$ cat config.mk
export PLATFORM = sky130hd
export DESIGN_NAME = periodic_timer_slot_table
export DESIGN_NICKNAME = d
export VERILOG_FILES = /design/src/rtl/ptst_pkg.sv /design/src/rtl/ptst_mod_unit.sv /design/src/rtl/periodic_timer_slot_table.sv
export SDC_FILE = /design/constraint.sdc
export NUM_CORES = 1
export LEC_CHECK = 0
export BUFFER_PORTS_ARGS = -buffer_cell sky130_fd_sc_hd__buf_2
export CORE_UTILIZATION = 57
export DETAILED_ROUTE_END_ITERATION = 8
export HOLD_SLACK_MARGIN = 0.02
export PLACE_DENSITY = 0.74
export SYNTH_ARGS = -nofsm -noshare
export SYNTH_HDL_FRONTEND = slang
export SYNTH_HIERARCHICAL = 1
export SYNTH_SLANG_ARGS = --single-unit
$ cat constraint.sdc
create_clock -name clk -period 5.8 [get_ports clk]
set_input_delay 0.58 -clock clk [delete_from_list [all_inputs] [get_ports clk]]
set_output_delay 0.58 -clock clk [all_outputs]
set_load 0.05 [all_outputs]
$ cat src/rtl/ptst_pkg.sv
// Shared types and constants for the periodic timer slot table.
`default_nettype none
package ptst_pkg;
  localparam int SLOT_COUNT = 16;
  localparam int SLOT_W = 4;

  localparam logic [1:0] CMD_REG   = 2'd0;
  localparam logic [1:0] CMD_UNREG = 2'd1;
  localparam logic [1:0] CMD_TICK  = 2'd2;

  localparam logic [1:0] KIND_REG   = 2'd0;
  localparam logic [1:0] KIND_UNREG = 2'd1;
  localparam logic [1:0] KIND_FIRE  = 2'd2;
  localparam logic [1:0] KIND_TICK  = 2'd3;

  localparam logic [1:0] ST_OK      = 2'd0;
  localparam logic [1:0] ST_NO_TAG  = 2'd1;
  localparam logic [1:0] ST_FULL    = 2'd2;
  localparam logic [1:0] ST_BAD     = 2'd3;

  typedef struct packed {
    logic        start;
    logic [31:0] dividend;
    logic [15:0] divisor;
  } mod_req_t;

  typedef struct packed {
    logic        done;
    logic        zero;
  } mod_rsp_t;
endpackage
`default_nettype wire

$ cat src/rtl/ptst_mod_unit.sv
// Restoring bit-serial 32-by-16 remainder unit; reports whether remainder is zero.
`default_nettype none
module ptst_mod_unit (
  input  wire logic              clk,
  input  wire logic              rst_n,
  input  wire ptst_pkg::mod_req_t req,
  output ptst_pkg::mod_rsp_t     rsp
);
  import ptst_pkg::*;

  logic [31:0] quo_r, quo_nxt;
  logic [16:0] rem_r, rem_nxt;
  logic [15:0] div_r, div_nxt;
  logic [5:0]  cnt_r, cnt_nxt;
  logic        busy_r, busy_nxt;
  logic        done_r, done_nxt;
  logic [16:0] trial;

  always_comb begin
    quo_nxt  = quo_r;
    rem_nxt  = rem_r;
    div_nxt  = div_r;
    cnt_nxt  = cnt_r;
    busy_nxt = busy_r;
    done_nxt = 1'b0;
    trial    = {rem_r[15:0], quo_r[31]};
    if (req.start) begin
      quo_nxt  = req.dividend;
      rem_nxt  = '0;
      div_nxt  = req.divisor;
      cnt_nxt  = 6'd32;
      busy_nxt = 1'b1;
    end else if (busy_r) begin
      quo_nxt = {quo_r[30:0], 1'b0};
      if (trial >= {1'b0, div_r}) rem_nxt = trial - {1'b0, div_r};
      else rem_nxt = trial;
      cnt_nxt = cnt_r - 6'd1;
      if (cnt_r == 6'd1) begin
        busy_nxt = 1'b0;
        done_nxt = 1'b1;
      end
    end
  end

  always_ff @(posedge clk) begin
    quo_r <= quo_nxt;
    rem_r <= rem_nxt;
    div_r <= div_nxt;
    cnt_r <= cnt_nxt;
    if (!rst_n) begin
      busy_r <= 1'b0;
      done_r <= 1'b0;
    end else begin
      busy_r <= busy_nxt;
      done_r <= done_nxt;
    end
  end

  assign rsp.done = done_r;
  assign rsp.zero = (rem_r == 17'd0);
endmodule
`default_nettype wire

$ cat src/rtl/periodic_timer_slot_table.sv
// Top level: slot table, free-slot FIFO and command sequencer.
`default_nettype none
// Register and unregister each give one word. A tick scans the 16
// slots in order; each live slot with a nonzero interval also runs the
// shared bit-serial remainder unit, and each firing slot gives one fire
// word, which waits on out_stall. Up to 16 fire words then one tick-done
// word (last set) come out per tick. The block takes no word while a
// command is in progress.
module periodic_timer_slot_table (
  input  wire logic        clk,
  input  wire logic        rst_n,
  input  wire logic        in_valid,
  output logic             in_stall,
  input  wire logic [1:0]  in_command,
  input  wire logic [7:0]  in_handler_tag,
  input  wire logic [15:0] in_interval,
  input  wire logic signed [15:0] in_repeat_count,
  input  wire logic [7:0]  in_slot_number,
  output logic             out_valid,
  input  wire logic        out_stall,
  output logic [1:0]       out_kind,
  output logic [1:0]       out_status,
  output logic [5:0]       out_result_slot,
  output logic [7:0]       out_fired_handler,
  output logic [31:0]      out_tick_count,
  output logic             out_last
);
  import ptst_pkg::*;

  typedef enum logic [2:0] {S_IDLE, S_SCAN, S_WAIT, S_FIRE, S_OUT} state_t;

  state_t state_r;
  logic [7:0]  hnd_r [SLOT_COUNT];
  logic [15:0] per_r [SLOT_COUNT];
  logic signed [15:0] rep_r [SLOT_COUNT];
  logic [5:0]  fifo_r [SLOT_COUNT];
  logic [SLOT_W-1:0] head_r, tail_r, idx_r;
  logic [SLOT_W:0]   fill_r;
  logic [31:0] ticks_r;
  logic        scan_end_r;
  mod_req_t    req;
  mod_rsp_t    rsp;

  ptst_mod_unit u_mod (.clk(clk), .rst_n(rst_n), .req(req), .rsp(rsp));

  assign in_stall = (state_r != S_IDLE);
  assign req.start = (state_r == S_SCAN) && !scan_end_r &&
                     hnd_r[idx_r] != 8'd0 && per_r[idx_r] != 16'd0;
  assign req.dividend = ticks_r;
  assign req.divisor = per_r[idx_r];

  logic signed [15:0] rep_dec;
  assign rep_dec = (rep_r[idx_r] > 16'sd0) ? rep_r[idx_r] - 16'sd1 : rep_r[idx_r];

  always_ff @(posedge clk) begin
    if (!rst_n) begin
      state_r <= S_IDLE;
      out_valid <= 1'b0;
      head_r <= '0;
      tail_r <= '0;
      fill_r <= (SLOT_W+1)'(SLOT_COUNT);
      ticks_r <= '0;
      idx_r <= '0;
      scan_end_r <= 1'b0;
      for (int i = 0; i < SLOT_COUNT; i++) begin
        hnd_r[i] <= '0;
        per_r[i] <= '0;
        rep_r[i] <= '0;
        fifo_r[i] <= 6'(i);
      end
    end else begin
      unique case (state_r)
        S_IDLE: if (in_valid) begin
          out_status <= ST_OK;
          out_result_slot <= '0;
          out_fired_handler <= '0;
          out_tick_count <= '0;
          out_last <= 1'b1;
          priority if (in_command == CMD_REG) begin
            out_kind <= KIND_REG;
            out_valid <= 1'b1;
            state_r <= S_OUT;
            if (in_handler_tag == 8'd0) out_status <= ST_NO_TAG;
            else if (fill_r == '0) out_status <= ST_FULL;
            else begin
              hnd_r[fifo_r[head_r][SLOT_W-1:0]] <= in_handler_tag;
              per_r[fifo_r[head_r][SLOT_W-1:0]] <= in_interval;
              rep_r[fifo_r[head_r][SLOT_W-1:0]] <= in_repeat_count;
              out_result_slot <= {2'b0, fifo_r[head_r][SLOT_W-1:0]};
              head_r <= head_r + 1'b1;
              fill_r <= fill_r - 1'b1;
            end
          end else if (in_command == CMD_UNREG) begin
            out_kind <= KIND_UNREG;
            out_valid <= 1'b1;
            state_r <= S_OUT;
            if (in_slot_number >= 8'(SLOT_COUNT) ||
                hnd_r[in_slot_number[SLOT_W-1:0]] == 8'd0) out_status <= ST_BAD;
            else begin
              hnd_r[in_slot_number[SLOT_W-1:0]] <= '0;
              per_r[in_slot_number[SLOT_W-1:0]] <= '0;
              rep_r[in_slot_number[SLOT_W-1:0]] <= '0;
              if (fill_r < (SLOT_W+1)'(SLOT_COUNT)) begin
                fifo_r[tail_r] <= {2'b0, in_slot_number[SLOT_W-1:0]};
                tail_r <= tail_r + 1'b1;
                fill_r <= fill_r + 1'b1;
              end
            end
          end else if (in_command == CMD_TICK) begin
            ticks_r <= ticks_r + 32'd1;
            idx_r <= '0;
            scan_end_r <= 1'b0;
            state_r <= S_SCAN;
          end else begin
            state_r <= S_IDLE;
          end
        end
        S_SCAN: begin
          if (scan_end_r) begin
            out_kind <= KIND_TICK;
            out_status <= ST_OK;
            out_result_slot <= '0;
            out_fired_handler <= '0;
            out_tick_count <= ticks_r;
            out_last <= 1'b1;
            out_valid <= 1'b1;
            state_r <= S_OUT;
          end else if (req.start) state_r <= S_WAIT;
          else begin
            idx_r <= idx_r + 1'b1;
            scan_end_r <= (idx_r == SLOT_W'(SLOT_COUNT-1));
          end
        end
        S_WAIT: if (rsp.done) begin
          if (rsp.zero) begin
            out_kind <= KIND_FIRE;
            out_status <= ST_OK;
            out_result_slot <= {2'b0, idx_r};
            out_fired_handler <= hnd_r[idx_r];
            out_tick_count <= '0;
            out_last <= 1'b0;
            out_valid <= 1'b1;
            rep_r[idx_r] <= rep_dec;
            if (rep_dec == 16'sd0) begin
              hnd_r[idx_r] <= '0;
              per_r[idx_r] <= '0;
              if (fill_r < (SLOT_W+1)'(SLOT_COUNT)) begin
                fifo_r[tail_r] <= {2'b0, idx_r};
                tail_r <= tail_r + 1'b1;
                fill_r <= fill_r + 1'b1;
              end
            end
            state_r <= S_FIRE;
          end else begin
            idx_r <= idx_r + 1'b1;
            scan_end_r <= (idx_r == SLOT_W'(SLOT_COUNT-1));
            state_r <= S_SCAN;
          end
        end
        S_FIRE: if (!out_stall) begin
          out_valid <= 1'b0;
          idx_r <= idx_r + 1'b1;
          scan_end_r <= (idx_r == SLOT_W'(SLOT_COUNT-1));
          state_r <= S_SCAN;
        end
        S_OUT: if (!out_stall) begin
          out_valid <= 1'b0;
          state_r <= S_IDLE;
        end
        default: state_r <= S_IDLE;
      endcase
    end
  end

  a_fill_range: assert property (@(posedge clk) disable iff (!rst_n)
    fill_r <= (SLOT_W+1)'(SLOT_COUNT)) else $error("fill count overflow");
  a_busy_stall: assert property (@(posedge clk) disable iff (!rst_n)
    out_valid |-> in_stall) else $error("input taken while word pending");
  a_last_kind: assert property (@(posedge clk) disable iff (!rst_n)
    out_valid && out_kind == KIND_FIRE |-> !out_last) else $error("fire word marked last");
  a_tick_last: assert property (@(posedge clk) disable iff (!rst_n)
    out_valid && out_kind == KIND_TICK |-> out_last) else $error("tick word not last");
endmodule
`default_nettype wire
==> results.yml <==
outcome:
  status: "finished clean"
synthesis:
  synth.distinct_cells: 97
  synth_mux_area_share_pct: 12.70
  syn_area_um2: 41570
  synth_compound_area_share_pct: 4.271
  synth-simple-area-share_pct: 16.22
  ys_seq_area_share_pct: 62.05
  synth_top_family_by_area: "simple AND/OR/NAND/NOR gates"
  synth_top_area_share_pct: 57.86
  ys_seq_elements: 888
  synth_edf_count: 801
  yosysWarnings: 6
  synth_area_leaders: "edfxtp_1 (58%), mux4_2 (11%), nor2_1 (4.7%), dfxtp_1 (4.2%), and3_1 (2.9%)"
  yosysTopAreaCell: "edfxtp_1"
  synthXorXnorAreaFrac_pct: 1.074
  synthArstFlopShare_pct: 0
  synthCells: 3083
  synth-main-ff-cell: "edfxtp_1"
  synth_area_per_cell_um2: 13.48
  synth_fa_ha_area_share_pct: 0.8908
setup_path:
  critPathMaxFanout: 55
  rr_endpoint: "fifo_r[7][0]"
  r2r_slack_ps: 420
  arrival_ps: 5760
  critPathCaptureType: "register"
  required_ps: 6170
  crit_end: "fifo_r[7][0]"
  worstSetupStartpointType: "register"
  crit_type: "register to register"
  r2r_cells: 14
global_route:
  grt_start_max_net_pins: 177
  antenna_found_initial: 6
  globalRoute.totalOverflow: 0
  grt_pass1_vias: 26790
  grt_pass1_wl_um: 166700
  grtUsageTotal_pct: 30.24
floorplanning:
  start_util_pct: 57.86
  die_x_um: 272.1
  fp.dieH_um: 272.1
  design.core.area_um2: 71850
  dieArea_um2: 74020
  ios: 107
  fp-row-count: 98
timing:
  post-route-period-util_pct: 92.81
  min_period_ps: 5383
  maxSlewViolCount: 0
  worstMarginPinSlew_ps: 1124
  fin_setup_tns_ps: 0
  finClkSkew_ps: 34.99
  setup_violations: 0
  rsz0062_at_grt: "no"
  hold_violations: 0
  maxClockFrequency_mhz: 185.8
  slew-limit-headroom_pct: 25.04
  hold_slack_ps: 283.1
clock_tree:
  clock_latency_ps: 660
  clock_path_buffers: 3
  postCtsSetupBuffers: 0
  ctsRootBufferMaster: "clkbuf_16"
  postCtsHoldBufs: 0
  cts_tree: "done"
  cts_buffers: 88
  htree_levels: 3
  cts_resized: 0
  cts.sinks: 888
  path_clk_slew_ps: 60
detailed_routing:
  viasPerCell: 6.546
  post_drt_wl_per_cell_um: 26.49
  vias: 27422
  drt-initial-drc-count: 4068
  drc: 0
  wl_um: 111000
  drt_first_pass_iters: 8
  ant_nets: 0
placement:
  numPortBuffers: 104
  dpl.hpwl_um: 70540
  dpl-instance-area_um2: 43520
  dp_cells: 4023
  routabilityCongestion: 0.9231
flow_run:
  drv_cap: 0
final_layout:
  layout.nets: 3246
  stdcell_count: 4189
  final_cell_mix: "edfxtp_1 (801), nor2_1 (517), mux4_2 (207)"
  stdcell_area_um2: 46320
  layout_commonest_cell: "edfxtp_1"
  areaGrowthSynthToFinish_pct: 11.42
  layout-drive-gt1-share_pct: 20.06
min_path:
  worstHoldPathType: "input port to register"
pwr:
  power.total_uw: 16850
  peakVddDrop_mv: 0.3010
  p_leak_uw: 0.01703
  cellPowerDensity_nw_per_um2: 363.8
## sequential cells by signal (all words and copies together), names as in the netlist, 5 cells and up, named ones only
| name | flops |
|---|---|
| out_fired_handler | 8 |
| u_mod/quo_r | 32 |
| hnd_r | 128 |
| u_mod/div_r | 16 |
| rep_r | 256 |
| ticks_r | 32 |
| out_tick_count | 32 |
| fill_r | 5 |
| u_mod/cnt_r | 6 |
| fifo_r | 64 |
| u_mod/rem_r | 17 |
| per_r | 256 |
## kinds of logic (layout without fill, tap and decap cells)
logic type,after synthesis,in the layout
compound gates,237,237
xor+xnor,51,51
fa+ha+maj,29,29
buf+inv,273,425
flops,888,888
mux,263,263
other cells,1,5
simple gates,1341,1341
## critical path, stage by stage, from the launching register on
cell,delay (ps)
dfxtp_4,530
buf_12,390
mux4_2,560
a22oi_1,410
nand2_1,220
or3_1,470
nor4_1,460
mux2i_1,350
nand4b_1,210
nor4_4,280
buf_4,200
and2b_1,310
mux2i_2,240
buf_4,260
nand2_1,110
## worst min-delay path by stage
stage,slack (ps),depth (start not counted),to,startpoint
2_1_floorplan,460,2,u_mod/rem_r[13],u_mod/rem_r[13]
3_3_place_gp,480,2,fill_r[3],fill_r[3]
3_5_place_dp,490,2,u_mod/cnt_r[1],u_mod/cnt_r[1]
4_1_cts,250,3,u_mod/done_r,rst_n
5_1_grt,270,3,u_mod/done_r,rst_n
6_report,280,3,u_mod/done_r,rst_n
## per-layer routing
| metal | up-vias | track usage (%) | share of wire [%] |
|---|---|---|---|
| li1 | 11758 | - | - |
| met1 | 13651 | 42.92 | 38 |
| met2 | 1777 | 46.93 | 47 |
| met3 | 230 | 6.277 | 12 |
| met4 | 6 | 10.26 | 2.9 |
| met5 | - | 0 | 0.031 |
## layout make-up
cell class              instances  area (um^2)
clock inverters                40        436.7
inverters                      35        131.4
repair buffers                227         1744
multi-input cells            1923        14650
clock buffers                 123         2354
fillers                      5117        25530
flip-flops and latches        888        25810
diodes                          3        7.507
well taps                     950         1189
## synth_stat cells (39+ instances only)
cell type,count
nor4_1,43
nand2_1,177
nor2_1,519
mux4_2,207
a21oi_1,46
edfxtp_1,801
and2_1,134
and3_1,195
dfxtp_1,87
nand3_1,47
nor2b_1,39
clkbuf_1,175
## per-stage QoR
step	worst slack [ps]	utilization [%]
after detailed placement	509.2	60.57
after global placement	618.7	60.57
after floorplan	214.5	-
after global routing	160.5	64.46
after CTS	434.9	64.45
final	416.9	64.47
## power by group
group          internal [uW]  switching [uW]
clock                   3170            2420
combinational           1410            2100
sequential              7480             277
total                  12100            4790
(Power assumes the default switching activity.)
